**config.mk**
```make
export PLATFORM = sky130hd
export DESIGN_NAME = cisc_ctrl
export DESIGN_NICKNAME = d
export VERILOG_FILES = /design/src/cisc_pkg.sv /design/src/cisc_ctrl.sv
export VERILOG_INCLUDE_DIRS = /design/src /design/src/src
export SDC_FILE = /design/constraint.sdc
export NUM_CORES = 1
export LEC_CHECK = 0
export BUFFER_PORTS_ARGS = -buffer_cell sky130_fd_sc_hd__buf_2
export CORE_AREA = 8 8 45 47
export CTS_BUF_LIST = sky130_fd_sc_hd__clkbuf_4 sky130_fd_sc_hd__clkbuf_8
export DETAILED_ROUTE_END_ITERATION = 16
export DIE_AREA = 0 0 53 55
export GPL_TIMING_DRIVEN = 0
export PLACE_DENSITY = 0.36
export SYNTH_ARGS = -nofsm -noshare
export SYNTH_HDL_FRONTEND = slang
export SYNTH_SLANG_ARGS = --single-unit
```
**constraint.sdc**
```tcl
create_clock -name clk -period 0.8 [get_ports clk]
set_input_delay 0.08 -clock clk [delete_from_list [all_inputs] [get_ports clk]]
set_output_delay 0.08 -clock clk [all_outputs]
set_load 0.02 [all_outputs]
```
**src/assert_macros.svh**
```systemverilog
// Shared assertion helpers. Clocked on the rising edge, idle while reset is high.
`ifndef ASSERT_MACROS_SVH
`define ASSERT_MACROS_SVH

// Property must hold at every edge outside reset.
`define CISC_ASSERT(lbl, ck, rs, prop, msg) \
  lbl: assert property (@(posedge ck) disable iff (rs) prop) else $error(msg);

// Antecedent at one edge implies consequent at the next.
`define CISC_ASSERT_NEXT(lbl, ck, rs, ante, cons, msg) \
  lbl: assert property (@(posedge ck) disable iff (rs) ante |=> cons) else $error(msg);

`endif

```
**src/cisc_pkg.sv**
```systemverilog
`timescale 1ns / 1ps

package cisc_pkg;

  localparam int CISC_MAX_NEST = 64;

  localparam int DATA_W   = 8;
  localparam int STATUS_W = 3;
  localparam int NEST_W   = 7;
  localparam int CNT_W    = 64;

  localparam logic [STATUS_W-1:0] ST_MORE      = 3'd0;
  localparam logic [STATUS_W-1:0] ST_DONE      = 3'd1;
  localparam logic [STATUS_W-1:0] ST_MALFORMED = 3'd2;
  localparam logic [STATUS_W-1:0] ST_TRUNCATED = 3'd3;
  localparam logic [STATUS_W-1:0] ST_TOO_DEEP  = 3'd4;

  typedef struct packed {
    logic load;
    logic eval;
    logic step;
  } cisc_cmd_t;

  typedef struct packed {
    logic out_free;
    logic cascade;
  } cisc_stat_t;

endpackage

```
**src/cisc_ctrl.sv**
```systemverilog
`timescale 1ns / 1ps
`include "assert_macros.svh"

module cisc_ctrl import cisc_pkg::*; (
  input  logic       clk,
  input  logic       rst,
  input  logic       byte_valid,
  output logic       byte_ready,
  output cisc_cmd_t  cmd,
  input  cisc_stat_t st
);

  typedef enum logic [1:0] {S_IDLE, S_EVAL, S_POP} state_t;

  state_t state, state_next;

  always_comb begin
    cmd.load = byte_valid && byte_ready;
    cmd.eval = (state == S_EVAL) && st.out_free;
    cmd.step = (state == S_POP);
  end

  always_comb begin
    state_next = state;
    case (state)
      S_IDLE: begin
        if (cmd.load) state_next = S_EVAL;
      end
      S_EVAL: begin
        if (cmd.eval) state_next = st.cascade ? S_POP : S_IDLE;
      end
      S_POP: begin
        state_next = st.cascade ? S_POP : S_IDLE;
      end
      default: state_next = S_IDLE;
    endcase
  end

  always_ff @(posedge clk) begin
    if (rst) begin
      state      <= S_IDLE;
      byte_ready <= 1'b0;
    end else begin
      state      <= state_next;
      byte_ready <= (state_next == S_IDLE);
    end
  end

  // result slot stays free through a pop cascade
  `CISC_ASSERT(a_pop_out_free, clk, rst, state == S_POP |-> st.out_free, "pop with result pending")
  `CISC_ASSERT(a_ready_idle, clk, rst, byte_ready |-> state == S_IDLE, "ready outside idle")
  `CISC_ASSERT_NEXT(a_load_eval, clk, rst, cmd.load, state == S_EVAL, "accepted byte not evaluated")

endmodule

```
# Yosys cells after proc, flatten, opt, wreduce, memory -nomap -nowiden
# Cells that the tools add are included.
[op_classes]
div_mod_pow = 0
n_eq_ne = 2
bitwise = 0
n_addsub = 0
magnitude_cmp = 0
n_reduce_logical = 4
multipliers = 0
shifts = 0
mux = 4
[op_table]
columns = ["operator", "count"]
rows = [
  ["$mux 2", 3],
  ["$pmux 2 s3", 1],
  ["$logic_not 2->1", 2],
  ["$eq 2x1->1 const B", 1],
  ["$eq 2x2->1 const B", 1],
  ["$logic_and 1x1->1", 2],
]
[word_totals]
output_inout_bits = 4
latch_bits = 0
romBits = 0
memories = 0
reg_bits = 3
input_bits = 5
elab_cells = 12
ramBits = 0

# Logic depth before layout (Yosys ltp)
# Gate-level depths: netlist (run 1).
[depth]
word_depth = 5
ltp_mapped = 3

# Worst setup path before layout (run 1)
# OpenSTA, ideal clock, no wires.
[synth_timing]
kind = "flip-flop to flip-flop"
start = "reg state[1]"
end = "reg state[1]"
arrival_time_ns = 0.966
setup_slack_ns = -0.225
setup_ns = 0.059
period_less_slack_ns = 1.025
path_buffers = 0
stages_incl_launch_ff = 3
path_cell_list = "dfxtp_1 > nor2b_1 > o211a_1"
[synth_lines]
columns = ["item", "line_no", "source"]
rows = [
  ["start: declaration", "cisc_ctrl.sv:15", "state_t state, state_next;"],
  ["start signal: assignment", "cisc_ctrl.sv:44", "state <= state_next;"],
]

==> impl_metrics.ini, run 1 <==
[status]
outcome = complete, but fails checks
violations = setup timing

[placed_design]
port_buffers = 8
placed_cell_area_um2 = 233
gp_congestion = 0.739
dp_hpwl_um = 355
dp_cells = 41

[critical_path]
critPathMaxFanout = 4
crit_chain = nand2_4, nor2_4, buf_6
crit_type = register to primary output
rr_worst_depth = 4
crit_start = state[0]$_SDFF_PP0_
cpMaxStageDelayCell = dfxtp_4
startpoint_type = register
cp.required_ns = 0.72
crit_path_end_kind = primary output
r2r_slack_ns = -0.12
crit_path_end = cmd[1]
slowest_delay_ns = 0.37
rr_endpoint = byte_ready$_SDFF_PP0_
arrival_ns = 0.86
worstReg2RegStart = state[1]$_SDFF_PP0_

[floorplanning]
die_h_um = 55
die_x_um = 53
core-area_um2 = 1380
rows = 14
initial_core_util = 0.102
dieArea_um2 = 2920
pin_count = 9

[pwr]
power.leakage_nw = 0.165
power.total_mw = 0.568
ir_drop_mv = 0.509
p_per_area_nw_per_um2 = 1730

[logic_synthesis]
ys_seq_elements = 3
yosysTopAreaCell = dfxtp_1
netlist.area_leader.share = 0.425
syn_inst = 17
ys_seq_area_frac = 0.425
synth_area_um2 = 141
synth_area_leaders = dfxtp_1, a21oi_1, mux2i_1
synth_warnings = 0
avgSynthCellArea_um2 = 8.32
ys_types = 12
synthesis.nets = 22

[clock_tree]
hold_buffers = 0
worstSkewPairLatency_ns = 0.23
path_clk_slew_ns = 0.04
h-tree-depth = 1
cts.sinks = 3
cts_tree = yes
cts_made_buffers = 3
root_buffer = clkbuf_4
clockBufferDepth = 2

[timing]
hold_violations = 0
fin_setup_tns_ns = -0.609
finalSetupViolations = 5
drv_slew = 0
max_clock_freq_ghz = 1.06
setup_slack_ns = -0.141
hold_ws_ns = 0.0365
relSlewSlack = 0.916
period_needed_ns = 0.941
rsz0062_at_grt = yes
period_share = 1.18
clock_skew_ns = 0.000906
tightest_slew_ns = 0.122

[routing]
wirelength_um = 455
dr.pass1.iters = 1
drt-initial-drc-count = 0
drc = 0
viasPerCell = 3.59
wl_per_cell_um = 9.29
via_count = 176
detail-route-antenna-nets = 0

[layout]
nets = 39
finalInstanceArea_um2 = 328
layout-drive-gt1-share = 0.727
final_cells = 49
nFillCells = 152
antenna_cells = 0
synthToLayoutAreaGrowth_pct = 132
final_cell_mix = clkbuf_4, buf_2, buf_6, buf_4

[worst_hold_path]
min_path_type = input port to register

[global_routing]
groute.usage.overall = 0.0404
grt_pass1_vias = 192
grt_pass1_wl_um = 786
antenna_found_initial = 0
overflow = 0
grt_max_degree = 6

[flow_run]
maxCapViolations = 0
## flip-flops by register name, summed over array words and instances, names as in the netlist
name and flops:
byte_ready 1, state 2
## power breakdown
part           switching (mW)  internal (mW)
Sequential             0.0131          0.156
Clock                  0.0745          0.220
Combinational          0.0459         0.0575
## cells in the mapped netlist (all sizes together)
| library cell | count |
|---|---|
| inv | 2 |
| nand2 | 1 |
| dfxtp | 3 |
| a21oi | 3 |
| nor2b | 1 |
| a211oi | 1 |
| nor3 | 1 |
| nor2 | 1 |
| o211a | 1 |
| mux2i | 1 |
| and2 | 1 |
| or2 | 1 |
## through the flow
stage / util / setup WS [ns]
2_1_floorplan: - / -0.0115
3_3_place_gp: 0.168 / -0.0569
3_5_place_dp: 0.168 / -0.0580
4_1_cts: 0.224 / -0.167
5_1_grt: 0.237 / -0.181
6_report: 0.237 / -0.141
## routing by layer
layer,routed length (um),track usage
met1,106,0.0243
met4,0,0.0647
met5,0,0
met2,333,0.0723
met3,16,0.0160
## area by class of cell
| cell class | count | area [um^2] | area share |
|---|---|---|---|
| tap | 16 | 20.0 | 0.0611 |
| sequential | 3 | 71.3 | 0.218 |
| clock buffer | 4 | 30.0 | 0.0916 |
| timing repair buffer | 12 | 95.1 | 0.290 |
| multi-input combinational | 12 | 104 | 0.317 |
| inverter | 2 | 7.51 | 0.0229 |
## worst min path at each step
stage,startpoint,endpoint,slack [ns],cells past startpoint
after CTS,rst,byte_ready$_SDFF_PP0_,0.03,2
after detailed placement,rst,byte_ready$_SDFF_PP0_,0.28,2
final,rst,byte_ready$_SDFF_PP0_,0.04,2
after floorplan,rst,byte_ready$_SDFF_PP0_,0.14,1
after global routing,rst,byte_ready$_SDFF_PP0_,0.03,2
after global placement,rst,byte_ready$_SDFF_PP0_,0.27,2
## critical path, delay by kind of cell (launching register included)
family | cells | cell delay (ns)
DFF | 1 | 0.37
and+or+nand+nor | 2 | 0.13
buffers and inverters | 1 | 0.12
## logic make-up after synthesis
family	after synthesis	synth area share
muxes	1	0.0708
buffers and inverters	2	0.0531
AOI/OAI and AO/OA	5	0.230
DFF	3	0.425
and+or+nand+nor	6	0.221
## what timing repair did
action	4_1_cts	5_1_grt
pin swaps	3	0
endpoints found under the setup margin	6	7
setup buffers	3	1
resized for setup	8	2
gates cloned	0	0
No activity file was read; power rests on OpenSTA's default activity.
==> run 2, diff against run 1 <==
--- a/config.mk
+++ b/config.mk
@@ -18 +18,2 @@
 export SYNTH_SLANG_ARGS = --single-unit
+export TNS_END_PERCENT = 1
==> constraint.sdc (replaced) <==
create_clock -name clk -period 0.8 [get_ports clk]
set_input_delay 0.04 -clock clk [delete_from_list [all_inputs] [get_ports clk]]
set_output_delay 0.04 -clock clk [all_outputs]
set_load 0.02 [all_outputs]
==> run 2 against run 1 <==
- non-clock buffer count down 1
- count of clock-buffer cells in the layout unchanged
- global-route usage up 0.11 points
- register-to-register slack better by 0.02 ns
- the run still ends with setup timing left
- critical path depth down 1
- clock power about the same
- fmax up 2.7%
- clock skew up 0.00089 ns
- via count down 1.1%
- combinational power down 5%
- sequential power about the same
- worst hold slack better by 0.027 ns
==> impl_metrics.ini, run 2 (synthesized netlist as in run 1, its figures left out) <==
[clock_tree]
h-tree-depth = 1
cts_made_buffers = 3
worstSkewPairLatency_ns = 0.23
clockBufferDepth = 2
cts.sinks = 3
cts_tree = yes
root_buffer = clkbuf_4
path_clk_slew_ns = 0.03

[worst_hold_path]
worstHoldPathCells = 2
min_path_type = input port to register

[timing]
hold_violations = 0
drv_slew = 0
setup_slack_ns = -0.116
rsz0062_at_grt = yes
clock_skew_ns = 0.00179
max_clock_freq_ghz = 1.09
tightest_slew_ns = 0.153
period_needed_ns = 0.916
finalSetupViolations = 5
period_share = 1.15
relSlewSlack = 0.897
hold_ws_ns = 0.0637

[routing]
wirelength_um = 447
drt-initial-drc-count = 0
drc = 0
dr.pass1.iters = 1
wl_per_cell_um = 9.31
viasPerCell = 3.63
via_count = 174
detail-route-antenna-nets = 0

[critical_path]
rr_worst_depth = 4
crit_type = register to primary output
cp.required_ns = 0.76
critPathMaxFanout = 5
arrival_ns = 0.88
startpoint_type = register
crit_path_end_kind = primary output

[status]
violations = setup timing
outcome = complete, but fails checks

[placed_design]
dp_slack_ns = -0.0528
gp_congestion = 0.719
dp_cells = 41
port_buffers = 8

[layout]
post-route-util = 0.231
final_cells = 48
final_cell_mix = clkbuf_4, buf_2
largest_register = state
synthToLayoutAreaGrowth_pct = 126
biggestRegsByFlops = state: 2 flops, byte_ready: 1 flops
nFillCells = 164
nets = 38
largest_reg_flops = 2
antenna_cells = 0
layout-drive-gt1-share = 0.688

[floorplanning]
core-area_um2 = 1380
pin_count = 9
rows = 14
initial_core_util = 0.102
die_x_um = 53
dieArea_um2 = 2920
die_h_um = 55

[global_routing]
overflow = 0
groute.usage.overall = 0.0415
grt_max_degree = 6
grt_pass1_wl_um = 800
antenna_found_initial = 0
grt_pass1_vias = 200

[flow_run]
maxCapViolations = 0

[pwr]
ir_drop_mv = 0.509
p_per_area_nw_per_um2 = 1760
power.leakage_nw = 0.157
power.total_mw = 0.562
## run 2: routing by layer
metal  vias to the layer above  track usage  wire [um]  share of wire
li1                         89            -          -              -
met1                        84       0.0243        104           0.23
met2                         1       0.0762        326           0.73
met3                         0       0.0241         17          0.038
met4                         0       0.0517          0              0
met5                         -            0          0              0
## run 2: final cells by class
type / instances / area (um^2) / area share
clock buffers: 4 / 30.0 / 0.0941
inverters: 2 / 7.51 / 0.0235
multi-input cells: 12 / 104 / 0.325
flip-flops and latches: 3 / 71.3 / 0.224
well taps: 16 / 20.0 / 0.0627
repair buffers: 11 / 86.3 / 0.271
## run 2: through the flow
stage          instance area [um^2]  TNS (ns)
2_1_floorplan                   173   -0.0216
3_3_place_gp                    233   -0.0583
3_5_place_dp                    233   -0.0568
4_1_cts                         307    -0.493
5_1_grt                         319    -0.706
6_report                        319    -0.435
## run 2: repair_timing
action / CTS / global route
buffers inserted: 2 / 0
pin swaps: 3 / 0
gates resized for setup: 6 / 3
hold buffers: 1 / 0
endpoints found under the hold margin: 2 / 0
setup endpoints to repair: 5 / 6
## run 2: power by group
group / internal [mW] / switching [mW]
Combinational: 0.0528 / 0.0450
Sequential: 0.156 / 0.0121
Clock: 0.221 / 0.0754
## run 2: worst max-delay path, stage by stage, from the launching register on
cell	delay, ns
dfxtp_4	0.37
nor2b_4	0.16
buf_6	0.12
## run 2: path summary, 6_finish.rpt
check             slack (ns)               endpoint                start
setup / recovery       -0.12                 cmd[0]  state[1]$_SDFF_PP0_
hold / removal          0.06    state[1]$_SDFF_PP0_                st[0]
setup reg to reg       -0.10  byte_ready$_SDFF_PP0_  state[0]$_SDFF_PP0_
hold reg to reg         0.57    state[0]$_SDFF_PP0_  state[1]$_SDFF_PP0_
